File: src/sv/isr_pkg.sv
`timescale 1ns / 1ps
`default_nettype none
// ----------------------------------------------------------------------------
// isr_pkg
// shared constants, types and codes of the ising ring spin update block
// ----------------------------------------------------------------------------
package isr_pkg;

  localparam int RING_SPINS = 64;
  localparam int ADDR_W     = (RING_SPINS > 1) ? $clog2(RING_SPINS) : 1;
  localparam int EXT_W      = (ADDR_W > 6) ? ADDR_W + 1 : 7;

  localparam int SITE_W     = 6;
  localparam int DRAW_W     = 16;
  localparam int THR_W      = 17;
  localparam int CFG_W      = 17;
  localparam int TOT_W      = 8;
  localparam int NUM_THR    = 6;
  localparam int IN_DATA_W  = 24;
  localparam int OUT_DATA_W = 24;
  localparam int OUT_USED_W = 2 + 2 * TOT_W;

  localparam logic [THR_W-1:0] THR_RESET = THR_W'(65536);
  localparam logic [TOT_W-1:0] TOT_RESET = TOT_W'(RING_SPINS);

  localparam logic MODE_METROPOLIS = 1'b1;
  localparam logic MODE_GIBBS      = 1'b0;
  localparam logic CMD_UPDATE      = 1'b0;
  localparam logic CMD_WRITE       = 1'b1;

  typedef enum logic [2:0] {
    REG_MODE,
    REG_UP_NEG2,
    REG_UP_ZERO,
    REG_UP_POS2,
    REG_DN_NEG2,
    REG_DN_ZERO,
    REG_DN_POS2
  } cfg_idx_t;

  typedef enum logic [1:0] {
    S_IDLE,
    S_LOAD,
    S_SITE,
    S_EXEC
  } seq_state_t;

  typedef struct packed {
    logic                          mode;
    logic [NUM_THR-1:0][THR_W-1:0] thr;
  } cfg_t;

  typedef struct packed {
    logic              command;
    logic [SITE_W-1:0] site;
    logic              spin_value;
    logic [DRAW_W-1:0] draw;
  } item_t;

  typedef struct packed {
    logic              changed;
    logic              new_spin;
    logic [TOT_W-1:0]  magnetization;
    logic [TOT_W-1:0]  bond_sum;
  } result_t;

  typedef struct packed {
    logic [ADDR_W-1:0] rd_a_addr;
    logic [ADDR_W-1:0] rd_b_addr;
    logic              wr_en;
    logic [ADDR_W-1:0] wr_addr;
    logic              wr_data;
  } ram_req_t;

endpackage
`default_nettype wire

File: src/sv/isr_cfg_regs.sv
`timescale 1ns / 1ps
`default_nettype none
// ----------------------------------------------------------------------------
// isr_cfg_regs
// update mode and the six acceptance thresholds, written by index
// ----------------------------------------------------------------------------
module isr_cfg_regs (
  input  wire logic                     clk,
  input  wire logic                     rst_n,
  input  wire logic                     cfg_wr_en,
  input  wire isr_pkg::cfg_idx_t        cfg_index,
  input  wire logic [isr_pkg::CFG_W-1:0] cfg_wdata,
  output isr_pkg::cfg_t                 cfg
);
  import isr_pkg::*;

  cfg_t cfg_r;
  cfg_t cfg_nxt;

  always_comb begin
    cfg_nxt = cfg_r;
    if (cfg_wr_en) begin
      case (cfg_index)
        REG_MODE:    cfg_nxt.mode   = cfg_wdata[0];
        REG_UP_NEG2: cfg_nxt.thr[0] = cfg_wdata[THR_W-1:0];
        REG_UP_ZERO: cfg_nxt.thr[1] = cfg_wdata[THR_W-1:0];
        REG_UP_POS2: cfg_nxt.thr[2] = cfg_wdata[THR_W-1:0];
        REG_DN_NEG2: cfg_nxt.thr[3] = cfg_wdata[THR_W-1:0];
        REG_DN_ZERO: cfg_nxt.thr[4] = cfg_wdata[THR_W-1:0];
        REG_DN_POS2: cfg_nxt.thr[5] = cfg_wdata[THR_W-1:0];
        default:     cfg_nxt = cfg_r;
      endcase
    end
  end

  always_ff @(posedge clk) begin
    if (!rst_n) begin
      cfg_r.mode <= MODE_METROPOLIS;
      cfg_r.thr  <= {NUM_THR{THR_RESET}};
    end else begin
      cfg_r <= cfg_nxt;
    end
  end

  assign cfg = cfg_r;

endmodule
`default_nettype wire

File: src/sv/isr_spin_ram.sv
`timescale 1ns / 1ps
`default_nettype none
// ----------------------------------------------------------------------------
// isr_spin_ram
// spin memory, one write and two registered reads, unwritten entries read +1
// ----------------------------------------------------------------------------
module isr_spin_ram (
  input  wire logic              clk,
  input  wire logic              rst_n,
  input  wire isr_pkg::ram_req_t req,
  output logic                   rd_a,
  output logic                   rd_b
);
  import isr_pkg::*;

  logic                  mem [0:RING_SPINS-1];
  logic [RING_SPINS-1:0] vld_r;
  logic                  rd_a_r;
  logic                  rd_b_r;

  always_ff @(posedge clk) begin
    if (req.wr_en) begin
      mem[req.wr_addr] <= req.wr_data;
    end
    rd_a_r <= vld_r[req.rd_a_addr] ? mem[req.rd_a_addr] : 1'b1;
    rd_b_r <= vld_r[req.rd_b_addr] ? mem[req.rd_b_addr] : 1'b1;
  end

  always_ff @(posedge clk) begin
    if (!rst_n) begin
      vld_r <= '0;
    end else if (req.wr_en) begin
      vld_r[req.wr_addr] <= 1'b1;
    end
  end

  assign rd_a = rd_a_r;
  assign rd_b = rd_b_r;

endmodule
`default_nettype wire

File: src/sv/isr_seq.sv
`timescale 1ns / 1ps
`default_nettype none
// ----------------------------------------------------------------------------
// isr_seq
// site sequencer: neighbor and site reads, decision, write back, totals
// ----------------------------------------------------------------------------
module isr_seq (
  input  wire logic              clk,
  input  wire logic              rst_n,
  input  wire isr_pkg::cfg_t     cfg,
  input  wire logic              in_valid,
  output logic                   in_ready,
  input  wire isr_pkg::item_t    in_item,
  output logic                   out_valid,
  input  wire logic              out_ready,
  output isr_pkg::result_t       out_res,
  output isr_pkg::ram_req_t      ram_req,
  input  wire logic              rd_a,
  input  wire logic              rd_b
);
  import isr_pkg::*;

  seq_state_t       state_r, state_nxt;
  item_t            item_r;
  logic             left_r;
  logic             out_valid_r, out_valid_nxt;
  result_t          res_r, res_nxt;
  logic [TOT_W-1:0] mag_r, mag_nxt;
  logic [TOT_W-1:0] bond_r, bond_nxt;

  logic [EXT_W-1:0] site_ext;
  logic [EXT_W-1:0] left_ext;
  logic [EXT_W-1:0] right_ext;
  logic             in_ring;
  logic             old_bit;
  logic [1:0]       col;
  logic [2:0]       sel;
  logic             pass;
  logic             dec_bit;
  logic             new_bit;
  logic             chg;
  logic [TOT_W-1:0] mag_delta;
  logic [TOT_W-1:0] bond_delta;
  logic             retire;

  always_comb begin
    site_ext  = EXT_W'(item_r.site);
    in_ring   = site_ext < EXT_W'(RING_SPINS);
    left_ext  = (site_ext == '0) ? EXT_W'(RING_SPINS - 1) : site_ext - EXT_W'(1);
    right_ext = (site_ext + EXT_W'(1) == EXT_W'(RING_SPINS)) ? '0 : site_ext + EXT_W'(1);

    old_bit = rd_a;
    col     = {1'b0, left_r} + {1'b0, rd_b};
    sel     = (old_bit ? 3'd0 : 3'd3) + {1'b0, col};
    pass    = cfg.thr[sel] > {1'b0, item_r.draw};

    if (cfg.mode == MODE_METROPOLIS) begin
      dec_bit = pass ? ~old_bit : old_bit;
    end else begin
      dec_bit = pass;
    end
    new_bit = (item_r.command == CMD_WRITE) ? item_r.spin_value : dec_bit;
    chg     = in_ring && (new_bit != old_bit);

    mag_delta = new_bit ? TOT_W'(2) : TOT_W'(-2);
    if (left_r != rd_b) begin
      bond_delta = '0;
    end else begin
      bond_delta = (new_bit == left_r) ? TOT_W'(4) : TOT_W'(-4);
    end
  end

  always_comb begin
    state_nxt     = state_r;
    out_valid_nxt = out_valid_r;
    res_nxt       = res_r;
    mag_nxt       = mag_r;
    bond_nxt      = bond_r;
    retire        = 1'b0;

    ram_req.rd_a_addr = left_ext[ADDR_W-1:0];
    ram_req.rd_b_addr = right_ext[ADDR_W-1:0];
    ram_req.wr_en     = 1'b0;
    ram_req.wr_addr   = site_ext[ADDR_W-1:0];
    ram_req.wr_data   = new_bit;

    if (out_valid_r && out_ready) begin
      out_valid_nxt = 1'b0;
    end

    case (state_r)
      S_IDLE: begin
        if (in_valid) begin
          state_nxt = S_LOAD;
        end
      end
      S_LOAD: begin
        state_nxt = S_SITE;
      end
      S_SITE: begin
        ram_req.rd_a_addr = site_ext[ADDR_W-1:0];
        state_nxt         = S_EXEC;
      end
      S_EXEC: begin
        // keep the site bit on port a while the result slot is full
        ram_req.rd_a_addr = site_ext[ADDR_W-1:0];
        if (!out_valid_r || out_ready) begin
          retire           = 1'b1;
          ram_req.wr_en    = chg;
          out_valid_nxt    = 1'b1;
          res_nxt.changed  = chg;
          res_nxt.new_spin = in_ring && new_bit;
          if (chg) begin
            mag_nxt  = mag_r + mag_delta;
            bond_nxt = bond_r + bond_delta;
          end
          res_nxt.magnetization = mag_nxt;
          res_nxt.bond_sum      = bond_nxt;
          state_nxt             = S_IDLE;
        end
      end
      default: state_nxt = S_IDLE;
    endcase
  end

  always_ff @(posedge clk) begin
    if (!rst_n) begin
      state_r     <= S_IDLE;
      out_valid_r <= 1'b0;
      mag_r       <= TOT_RESET;
      bond_r      <= TOT_RESET;
    end else begin
      state_r     <= state_nxt;
      out_valid_r <= out_valid_nxt;
      mag_r       <= mag_nxt;
      bond_r      <= bond_nxt;
    end
  end

  always_ff @(posedge clk) begin
    if (in_valid && in_ready) begin
      item_r <= in_item;
    end
    if (state_r == S_SITE) begin
      left_r <= rd_a;
    end
    res_r <= res_nxt;
  end

  assign in_ready  = (state_r == S_IDLE);
  assign out_valid = out_valid_r;
  assign out_res   = res_r;

  a_wr_only_exec: assert property (@(posedge clk) disable iff (!rst_n)
    ram_req.wr_en |-> (state_r == S_EXEC && retire))
    else $error("spin write outside execute step");

  a_result_from_exec: assert property (@(posedge clk) disable iff (!rst_n)
    $rose(out_valid_r) |-> $past(state_r == S_EXEC))
    else $error("result appeared without an executed item");

  a_totals_need_change: assert property (@(posedge clk) disable iff (!rst_n)
    ($past(rst_n) && mag_r != $past(mag_r)) |-> $past(ram_req.wr_en))
    else $error("magnetization moved without a spin change");

  a_exec_holds_on_stall: assert property (@(posedge clk) disable iff (!rst_n)
    (state_r == S_EXEC && out_valid_r && !out_ready) |=> state_r == S_EXEC)
    else $error("item left execute while result slot was full");

endmodule
`default_nettype wire

File: src/sv/ising_ring_spin_update.sv
`timescale 1ns / 1ps
`default_nettype none
// ----------------------------------------------------------------------------
// ising_ring_spin_update
// ring of spins with metropolis or heat-bath single site updates
// ----------------------------------------------------------------------------
// Each item is an update attempt or a spin write at one site and gives
// exactly one result with the new spin and the running magnetization and
// bond sum. After acceptance the spin memory is read for both neighbors,
// then for the site itself, and the decision and write back follow in the
// execute step; the next item is accepted only once the block is back in
// idle, so items do not overlap. A finished result waits in the output
// register; the next item is still accepted but holds in its execute step
// until that result is taken. Sites beyond the ring leave all state
// untouched. No clearing pass is needed after reset.
// ----------------------------------------------------------------------------
module ising_ring_spin_update (
  input  wire logic                          clk,
  input  wire logic                          rst_n,
  input  wire logic                          in_tvalid,
  output logic                               in_tready,
  // site[5:0], spin_value[6], random_draw[22:7], zero pad
  input  wire logic [isr_pkg::IN_DATA_W-1:0] in_tdata,
  // command[0]
  input  wire logic                          in_tuser,
  output logic                               out_tvalid,
  input  wire logic                          out_tready,
  // changed[0], new_spin[1], magnetization[9:2], bond_sum[17:10], zero pad
  output logic [isr_pkg::OUT_DATA_W-1:0]     out_tdata,
  input  wire logic                          cfg_wr_en,
  input  wire isr_pkg::cfg_idx_t             cfg_index,
  input  wire logic [isr_pkg::CFG_W-1:0]     cfg_wdata
);
  import isr_pkg::*;

  cfg_t     cfg;
  item_t    in_item;
  result_t  out_res;
  ram_req_t ram_req;
  logic     rd_a;
  logic     rd_b;

  assign in_item.command    = in_tuser;
  assign in_item.site       = in_tdata[SITE_W-1:0];
  assign in_item.spin_value = in_tdata[SITE_W];
  assign in_item.draw       = in_tdata[SITE_W+DRAW_W:SITE_W+1];

  assign out_tdata = {{(OUT_DATA_W-OUT_USED_W){1'b0}}, out_res.bond_sum,
                      out_res.magnetization, out_res.new_spin, out_res.changed};

  isr_cfg_regs u_cfg (
    .clk       (clk),
    .rst_n     (rst_n),
    .cfg_wr_en (cfg_wr_en),
    .cfg_index (cfg_index),
    .cfg_wdata (cfg_wdata),
    .cfg       (cfg)
  );

  isr_spin_ram u_ram (
    .clk   (clk),
    .rst_n (rst_n),
    .req   (ram_req),
    .rd_a  (rd_a),
    .rd_b  (rd_b)
  );

  isr_seq u_seq (
    .clk       (clk),
    .rst_n     (rst_n),
    .cfg       (cfg),
    .in_valid  (in_tvalid),
    .in_ready  (in_tready),
    .in_item   (in_item),
    .out_valid (out_tvalid),
    .out_ready (out_tready),
    .out_res   (out_res),
    .ram_req   (ram_req),
    .rd_a      (rd_a),
    .rd_b      (rd_b)
  );

endmodule
`default_nettype wire
File: config.mk
export PLATFORM = sky130hd
export DESIGN_NAME = ising_ring_spin_update
export DESIGN_NICKNAME = d
export VERILOG_FILES = /design/src/sv/isr_pkg.sv /design/src/sv/isr_cfg_regs.sv /design/src/sv/isr_spin_ram.sv /design/src/sv/isr_seq.sv /design/src/sv/ising_ring_spin_update.sv
export SDC_FILE = /design/constraint.sdc
export NUM_CORES = 1
export LEC_CHECK = 0
export BUFFER_PORTS_ARGS = -buffer_cell sky130_fd_sc_hd__buf_4
export CELL_PAD_IN_SITES_DETAIL_PLACEMENT = 1
export CELL_PAD_IN_SITES_GLOBAL_PLACEMENT = 1
export CORE_ASPECT_RATIO = 0.75
export CORE_UTILIZATION = 35
export CTS_BUF_LIST = sky130_fd_sc_hd__clkbuf_2
export DETAILED_ROUTE_END_ITERATION = 16
export GPL_ROUTABILITY_DRIVEN = 0
export HOLD_SLACK_MARGIN = 0.08
export PLACE_DENSITY = 0.72
export SLEW_MARGIN = 20
export SYNTH_ARGS = -nofsm -noshare
export SYNTH_HDL_FRONTEND = slang
export SYNTH_SLANG_ARGS = --single-unit
File: constraint.sdc
create_clock -name clk -period 6.5 [get_ports clk]
set_clock_uncertainty 0.15 [all_clocks]
set_input_delay 0.325 -clock clk [delete_from_list [all_inputs] [get_ports clk]]
set_output_delay 0.325 -clock clk [all_outputs]
set_load 0.01 [all_outputs]
# [After elaboration in Yosys (flattened, before gate mapping)]
# Memory sizes are Yosys's and may differ from the RTL's. A register that Yosys moved wholly into a read port is not among the register bits.
# Cells that the tools add are included.
[totals] in_bits=50 latchBits=0 ramBits=64 mem_bits_ro=0 output_inout_bits=26 memories=1 register_bits=229 word_cells=101
[mem_list] memory="u_ram.mem" depth=64 word_bits=1 read_ports=2 rd_ports_with_merged_regs=2 wr=1 line_no="isr_spin_ram.sv:16" rtl="logic mem [0:RING_SPINS-1];"
[classes] magnitude_cmp=6 eq_ne=15 add_sub_neg=6 n_shift=0 mux=30 n_reduce_logical=20 mul=0 bitwise=2 div=0
[op_table] cell="64-bit OR" n=1
[op_table] cell="17-bit binary-select mux with 3-bit select" n=1
[op_table] cell="8-bit two-way mux" n=5
[op_table] cell="6-bit by 7-bit less-than comparator with 1-bit output (second input constant)" n=3
[op_table] cell="6-bit two-way mux" n=3
[op_table] cell="2-bit AND reduction" n=9
[op_table] cell="17-bit by 16-bit > comparator with 1-bit output" n=1
[op_table] cell="17-bit two-way mux" n=1
[op_table] cell="8-bit adder" n=2
[op_table] cell="1-bit two-way mux" n=13
[op_table] cell="1-bit binary-select mux with 6-bit select" n=2
[op_table] cell="3-bit equality test (second input constant)" n=3
[op_table] cell="2-bit case mux with 4 select lines" n=1
[op_table] cell="6-bit by 1-bit adder with 7-bit output (second input constant)" n=1
[op_table] cell="7-bit equality test (second input constant)" n=1
[op_table] cell="1-bit demux with 6-bit select" n=1
[op_table] cell="3-bit by 2-bit equality test with 1-bit output (second input constant)" n=2
[op_table] cell="6-bit by 1-bit greater-or-equal comparator with 1-bit output (second input constant)" n=1
[op_table] cell="6-bit logical NOT" n=1
[op_table] cell="2-bit two-way mux" n=3
[op_table] cell="6-bit by 1-bit subtractor with 6-bit output (second input constant)" n=1
[op_table] cell="2-bit equality test (second input constant)" n=2
[op_table] cell="3-bit by 4-bit less-than comparator with 1-bit output (second input constant)" n=1
[op_table] cell="3-bit by 2-bit adder with 3-bit output" n=1
[op_table] cell="14 further kinds" n=19

# [Longest topological paths before layout]
# Gate-level depths: netlist (run 1).
[logic_depth] word_depth=13 depth_mapped=24 depth_no_buf=22

# [Modules after synthesis]
# Synthesis (run 1) repeated with hierarchy kept, for this count alone.
[unflattened] hier_cells=1293 hier_area_um2=13842.0
[modules_own_cells] mod="isr_spin_ram" cells_per_inst=508 seq_area_each_um2=3243.1 area_each_um2=5854.4 n_inst=1
[modules_own_cells] mod="isr_seq" cells_per_inst=419 seq_area_each_um2=1521.5 area_each_um2=4116.4 n_inst=1
[modules_own_cells] mod="isr_cfg_regs" cells_per_inst=359 seq_area_each_um2=2062.0 area_each_um2=3822.4 n_inst=1
[modules_own_cells] mod="ising_ring_spin_update" cells_per_inst=7 seq_area_each_um2=0.0 area_each_um2=48.8 n_inst=1

# [Least setup slack after synthesis (run 1)]
# No wires, ideal clock.
[synth_path] kind="flip-flop to flip-flop" startpoint="register u_ram.rd_b_r, in the netlist u_ram.rd_b, read port of u_ram.mem" endpoint="register u_seq.mag_r[7]" stages_incl_launch_ff=25 t_arrival_ns=5.563 setup_ns=0.115 required_ns=6.235 path_slack_ns=0.672 cell_sequence="dfxtp_1 > inv_1 > fa_1 > inv_1 > ha_1 > buf_6 > buf_1 > mux4_2 > nand2_1 > o21ai_0 > ha_1 > a211oi_1 > nor2_1 > o31ai_1 > a211o_1 > nand3_1 > fa_1 > a21o_1 > a21oi_1 > o21bai_1 > a21oi_1 > and2_1 > a21oi_1 > o31a_1 > o21a_1"
[synth_between] elab_chain_len=11 elab_cells_between_ends=12
[synth_lines] item="from (decl)" line_no="isr_spin_ram.sv:19" rtl="logic rd_b_r;"
[synth_lines] item="1-bit by 1-bit adder with 2-bit output (*)" line_no="isr_seq.sv:53" rtl="col = {1'b0, left_r} + {1'b0, rd_b};"
[synth_lines] item="3-bit by 2-bit adder with 3-bit output (*)" line_no="isr_seq.sv:54" rtl="sel = (old_bit ? 3'd0 : 3'd3) + {1'b0, col};"
[synth_lines] item="17-bit binary-select mux with 3-bit select (*)" line_no="isr_seq.sv:55" rtl="pass = cfg.thr[sel] > {1'b0, item_r.draw};"
[synth_lines] item="17-bit two-way mux (implied by the code) (*)" line_no="isr_seq.sv:55"
[synth_lines] item="17-bit by 16-bit > comparator with 1-bit output (*)" line_no="isr_seq.sv:55"
[synth_lines] item="1-bit two-way mux" line_no="isr_seq.sv:58" rtl="dec_bit = pass ? ~old_bit : old_bit;"
[synth_lines] item="1-bit two-way mux (*)" line_no="isr_seq.sv:57" rtl="if (cfg.mode == MODE_METROPOLIS) begin"
[synth_lines] item="1-bit two-way mux (*)" line_no="isr_seq.sv:62" rtl="new_bit = (item_r.command == CMD_WRITE) ? item_r.spin_value : dec_bit;"
[synth_lines] item="8-bit two-way mux" line_no="isr_seq.sv:65" rtl="mag_delta = new_bit ? TOT_W'(2) : TOT_W'(-2);"
[synth_lines] item="8-bit adder" line_no="isr_seq.sv:114" rtl="mag_nxt = mag_r + mag_delta;"
[synth_lines] item="8-bit two-way mux (*)" line_no="isr_seq.sv:113" rtl="if (chg) begin"
[synth_lines] item="to (signal assigned)" line_no="isr_seq.sv:135" rtl="mag_r <= mag_nxt;"
[synth_lines] item="to (decl)" line_no="isr_seq.sv:28" rtl="logic [TOT_W-1:0] mag_r, mag_nxt;"
# Every way passes the cells marked *; elsewhere a longest branch is shown, timed or not. The select of a mux whose other input is x is not followed.
# A chain may end at the register's enable or synchronous reset.

# [Worst setup path after layout (run 1)]
# Ends and elaborated chain as after synthesis.

==> results of run 1 <==
power by group:
part / switching (uW) / internal (uW) / leakage (uW)
Clock: 804 / 591 / 0.000564
Sequential: 80.0 / 2090 / 0.00244
Combinational: 1140 / 720 / 0.00315
cell type report:
class	instances	area [um2]	area share (%)
antenna	2	5.00	0.0305
clock buffer	114	571	3.48
multi-input combinational	957	6270	38.2
tap	512	641	3.91
timing repair buffer	193	1720	10.5
clock inverter	28	198	1.21
sequential	289	6830	41.6
inverter	43	163	0.992
cell usage in the layout, fill, tap and decap left out, types with 4 or more instances in the layout:
cell,count
nor3b_1,5
xnor2_1,10
nand3_1,26
clkbuf_2,114
nor4_1,4
dfxtp_1,185
dlygate4sd3_1,104
and2_1,5
nand4_1,5
mux2i_1,78
o311a_1,4
a211oi_1,5
mux2_2,10
inv_1,40
mux4_1,5
xor2_1,8
o21ai_1,6
or2_2,5
mux4_2,27
o21ai_0,39
buf_4,88
conb_1,9
nor2b_1,60
nand3b_1,8
nor3_1,55
o21a_1,46
clkinv_1,20
clkinv_2,6
edfxtp_1,104
and3_1,7
nand2_1,262
nand2b_1,9
nor2_1,57
a21oi_1,116
ha_1,29
cells by family (layout without fill, tap and decap cells):
kind of cell	Yosys count	count (layout)	share of synthesized area [%]
buffers and inverters	127	378	3.88
other	1	11	0.0277
XOR/XNOR	20	20	1.29
flip-flops	289	289	50.4
AO/OA/AOI/OAI	256	256	11.6
multiplexers	121	121	12.2
adder cells (fa/ha/maj)	31	31	2.97
AND/OR/NAND/NOR	520	520	17.6
state kept, by name (all words and copies together) (netlist names), 2 cells and up:
register / cells
u_cfg.cfg: 103
u_ram.mem: 64
u_ram.vld_r: 64
u_seq.item_r: 18
u_seq.out_res: 15
u_seq.mag_r: 7
u_seq.bond_r: 6
u_seq.ram_req: 6
u_seq.state_r: 2
metrics by stage:
stage	cells	worst slack [ps]	total power, uW	util, %	cell area (um2)
floorplan	1373	672	3420	-	13600
global placement	1890	564	3950	38.1	14600
detailed placement	1890	363	4000	38.1	14600
CTS	2134	286	5450	42.8	16400
global route	2138	13.4	5710	42.9	16400
finish	2138	364	5420	42.9	16400
worst max-delay path, delay by kind of cell, from the launching register on:
| kind | cells | cell delay (ps) |
|---|---|---|
| fa+ha+maj | 3 | 1630 |
| buf+inv | 3 | 740 |
| simple gates | 4 | 600 |
| mux | 1 | 120 |
| flops | 1 | 400 |
| compound gates | 10 | 2320 |
layer usage:
layer  vias up  GRT usage, %  part of all wire [%]
li1       5234             -                     -
met5         -             0                     0
met4         0          7.39                   1.9
met2       329          33.0                    45
met1      5545          29.3                    47
met3        73          4.75                   6.6
final timing paths:
check	cells past startpoint	endpoint	slack, ps
setup / recovery	21	u_seq.mag_r[7]	360
hold / removal	4	u_cfg.cfg[102]	160
setup reg to reg	21	u_seq.mag_r[7]	360
hold reg to reg	2	u_ram.vld_r[19]	300
repair_timing:
item                                    4_1_cts  5_1_grt
hold buffers                                102        2
hold endpoints to repair                    236        2
resized for setup                             0        2
endpoints found under the setup margin        0        2
setup buffers                                 0        0
==> flow_metrics.py, run 1 <==
metrics = {
    "floorplanning": {
        "fp.dieH_um": 172,
        "io-pin-count": 76,
        "rows": 62,
        "die_w_um": 229,
        "dieArea_um2": 39500,
        "initial_utilization_pct": 35.4,
        "core_um2": 38200,
    },
    "clocking": {
        "cts_buffer_depth": 3,
        "cts_tree": "yes",
        "clkTransAtPathRegs_ps": 120,
        "cts-root-buf": "clkbuf_2",
        "cts_buffers": 78,
        "htree_levels": 3,
        "insertion_delay_ps": 930,
        "cts.sinks": 289,
    },
    "synth": {
        "synthTopCellsByCount": "nand2_1 (262), dfxtp_1 (185), a21oi_1 (117), edfxtp_1 (104), mux2i_1 (78)",
        "avgSynthCellArea_um2": 9.93,
        "netlist.area_leader.share_pct": 27.3,
        "yosysSeqAreaShare_pct": 50.4,
        "synth_area_um2": 13500,
        "ys_ff_latch": 289,
        "syn_inst": 1365,
        "synth-edff-count": 104,
        "ys_top_cells_by_area": "dfxtp_1 (27%), edfxtp_1 (23%), nand2_1 (7.3%)",
        "yosysTopAreaCell": "dfxtp_1",
        "yosysMostFrequentCell": "nand2_1",
        "synthArstFlopShare_pct": 0,
        "ys.flop_type": "dfxtp_1",
        "synth.distinct_cells": 70,
        "yosys_warnings": 0,
    },
    "global_routing": {
        "overflow": 0,
        "grt_pass1_vias": 11600,
        "antenna_found_initial": 2,
        "grt_pass1_wl_mm": 65.1,
        "grt_use_total_pct": 21.3,
        "grt_max_degree": 82,
    },
    "worst_hold_path": {
        "hp-class": "primary input to flop",
        "hold_start": "cfg_wdata[0]",
    },
    "setup_path": {
        "cp.required_ps": 7120,
        "slowest_delay_ps": 950,
        "path_common_cell": "a21oi_1",
        "slowest_stage": "fa_2",
        "path_class": "flop to flop",
        "path_max_fanout": 18,
        "cp.arrival_ps": 6750,
        "critPathLaunch": "u_ram.rd_b",
        "reg2reg_from": "u_ram.rd_b",
        "crit_chain": "inv_1 -> fa_2 -> buf_4 -> mux2i_1 -> o21ai_0 -> ha_1 -> nand4_1 -> nor2_1 -> a41o_1 -> a221oi_2 -> nand3_1 -> buf_4 -> ha_1 -> a21o_1 -> a21oi_1 -> o21bai_1 -> a21oi_1 -> and2_1 -> a21oi_1 -> o31a_1 -> o21a_1",
        "endpoint_kind": "flop",
        "startpoint_type": "flop",
    },
    "run": {
        "maxCapViolations": 0,
    },
    "route": {
        "dr.pass1.iters": 5,
        "ant_nets": 0,
        "wire_per_inst_um": 19.5,
        "wl_mm": 41.6,
        "drc": 0,
        "vias": 11200,
        "vias_per_cell": 5.23,
        "initialDrtViolationCount": 868,
    },
    "timing": {
        "finalHoldViolCount": 0,
        "final.period_utilization_pct": 94.4,
        "maxSlewViolCount": 0,
        "tns_ps": 0,
        "tightestPinTransition_ps": 1010,
        "slew_headroom_pct": 32.9,
        "maxClockFrequency_ghz": 0.163,
        "finalCriticalPeriod_ps": 6140,
        "setup_viol": 0,
        "rsz0062_at_grt": "false",
        "whs_ps": 164,
    },
    "pwr": {
        "leakage_uw": 0.00616,
        "peakVddDrop_uv": 230,
        "powerDensity_nw_per_um2": 331,
    },
    "final_layout": {
        "drive_above_1_share_pct": 17.1,
        "layout.nets": 1643,
        "area_growth_pct": 21.0,
        "fillers": 4364,
    },
    "run_status": {
        "status": "finished, final reports clean",
    },
    "place": {
        "hpwl_mm": 26.3,
        "io_buffers": 65,
    },
}
Note: power is estimated with default switching activity, not from simulation.
==> run 2, diff against run 1 <==
Settings changed: REMOVE_ABC_BUFFERS from default to 1, SKIP_CTS_REPAIR_TIMING from default to 1.
==> run 2 against run 1 <==
Routed wire length fell by 0.66%. Utilization fell by 0.19 points. Power rose by 0.17%. Sequential share of layout area rose by 0.18 points. Clock power barely moved. Largest cell class unchanged. Critical path depth rose by 2. Clock-buffer cell count rose by 8. Via count fell by 0.64%. Sequential power barely moved. Register-to-register slack improved by 50 ps. Non-clock buffer count fell by 8.
==> flow_metrics.py, run 2 (synthesis gave the netlist of run 1 again) <==
metrics = {
    "global_routing": {
        "overflow": 0,
        "grt_pass1_vias": 10700,
        "grt_pass1_wl_mm": 59.6,
        "grt_use_total_pct": 19.4,
        "antenna_found_initial": 2,
        "grt_max_degree": 107,
    },
    "pwr": {
        "combPwrFrac_pct": 34.4,
        "p_int_uw": 3390,
        "p_seq_share_pct": 40.0,
        "clkPwrFrac_pct": 25.5,
        "peakVddDrop_uv": 321,
        "switching_share_pct": 37.5,
        "switchingPower_uw": 2040,
        "powerDensity_nw_per_um2": 333,
        "leakage_uw": 0.00614,
    },
    "final_layout": {
        "fillers": 4340,
        "final_common_cell": "nand2_1",
        "largest_reg_flops": 103,
        "area_growth_pct": 20.5,
        "post-route-util_pct": 42.7,
        "drive_above_1_share_pct": 17.4,
        "layout.nets": 1634,
        "final_cell_mix": "nand2_1 (262), dfxtp_1 (185), clkbuf_2 (122)",
    },
    "route": {
        "drc": 0,
        "ant_nets": 0,
        "wire_per_inst_um": 19.4,
        "vias_per_cell": 5.22,
        "dr.pass1.iters": 7,
        "initialDrtViolationCount": 676,
        "vias": 11100,
        "wl_mm": 41.4,
    },
    "clocking": {
        "htree_levels": 3,
        "cts-root-buf": "clkbuf_2",
        "cts_buffers": 77,
        "insertion_delay_ps": 950,
        "cts.sinks": 289,
        "cts_tree": "yes",
        "clkTransAtPathRegs_ps": 120,
        "cts_buffer_depth": 3,
    },
    "timing": {
        "maxSlewViolCount": 0,
        "tns_ps": 0,
        "rsz0062_at_grt": "false",
        "final.period_utilization_pct": 93.6,
        "finalHoldViolCount": 0,
        "tightestPinTransition_ps": 1160,
        "slew_headroom_pct": 22.7,
        "setup_viol": 0,
        "maxClockFrequency_ghz": 0.164,
        "finalCriticalPeriod_ps": 6090,
    },
    "worst_hold_path": {
        "hp-class": "primary input to flop",
        "holdPathStages": 4,
    },
    "floorplanning": {
        "rows": 62,
        "core_um2": 38200,
        "initial_utilization_pct": 35.4,
        "dieArea_um2": 39500,
        "fp.dieH_um": 172,
        "io-pin-count": 76,
        "die_w_um": 229,
    },
    "setup_path": {
        "crit_chain": "fa_2 -> inv_1 -> ha_1 -> buf_12 -> nand2b_1 -> buf_4 -> o21ai_0 -> ha_1 -> nand4_1 -> nor2_1 -> a41o_1 -> a221oi_2 -> nand3_1 -> buf_4 -> ha_1 -> a21o_1 -> a21oi_1 -> o21bai_1 -> a21oi_1 -> and2_1 -> a21oi_1 -> o31a_1 -> o21a_1",
        "r2r_cells": 23,
        "startpoint_type": "flop",
        "slowest_stage": "dfxtp_1",
        "slowest_delay_ps": 590,
        "cp.required_ps": 7180,
        "path_class": "flop to flop",
        "path_max_fanout": 18,
        "cp.arrival_ps": 6760,
        "endpoint_kind": "flop",
    },
    "run_status": {
        "status": "finished, final reports clean",
    },
    "run": {
        "maxCapViolations": 0,
    },
    "place": {
        "hpwl_mm": 24.8,
        "io_buffers": 65,
    },
}
## run 2: cell types whose count changed in the layout (fill, tap and decap cells not counted), moves of 2 or more
cell and change:
nor2_1 -4, nor2_2 +3, inv_2 +2, clkbuf_2 +8
dlygate4sd3_1 -3, clkinv_2 -3, buf_4 -7, clkinv_1 -8
## run 2: final cells by class
type / instances / area (um2) / share of cell area (%)
well taps: 512 / 641 / 3.93
multi-input cells: 957 / 6270 / 38.4
inverters: 43 / 163 / 0.997
clock buffers: 122 / 611 / 3.74
flip-flops and latches: 289 / 6830 / 41.8
clock inverters: 18 / 131 / 0.805
diodes: 2 / 5.00 / 0.0307
repair buffers: 185 / 1670 / 10.2
## run 2: final timing paths
path                endpoint            start  slack (ps)
max           u_seq.mag_r[7]       u_ram.rd_a         410
min             u_cfg.cfg[1]     cfg_wdata[1]         150
max reg2reg   u_seq.mag_r[7]       u_ram.rd_a         410
min reg2reg  u_ram.vld_r[59]  u_ram.vld_r[59]         300
## run 2: stage by stage
step                hold WS (ps)  worst slack (ps)  instance area, um2  std cells  power, uW
detailed placement           286               538               14600       1885       4030
floorplan                    237               641               13200       1289       3370
CTS                         -698               507               15300       2025       5420
finish                       148               414               16300       2128       5430
global route                82.6               189               16300       2128       5710
global placement             276               703               14600       1885       3990
## run 2: critical path: cells and delay by family (launching register included)
family          cells  cell delay (ps)
flops               1              590
simple gates        5              850
fa+ha+maj           4             1280
compound gates     10             2460
buf+inv             4              660
## run 2: layer usage
metal,wire [um],GRT usage [%],up-vias
met3,1910,3.79,82
met1,19600,27.1,5538
met4,840,5.94,0
li1,-,-,5216
met2,19000,30.2,274
met5,0,0,-
## run 2: power groups by stage
stage / clock network [uW] / registers [uW] / logic [uW]
finish: 1390 / 2170 / 1870
global route: 1510 / 2180 / 2010
CTS: 1420 / 2170 / 1830
detailed placement: 0 / 2210 / 1820
global placement: 0 / 2210 / 1780
floorplan: 0 / 2200 / 1180
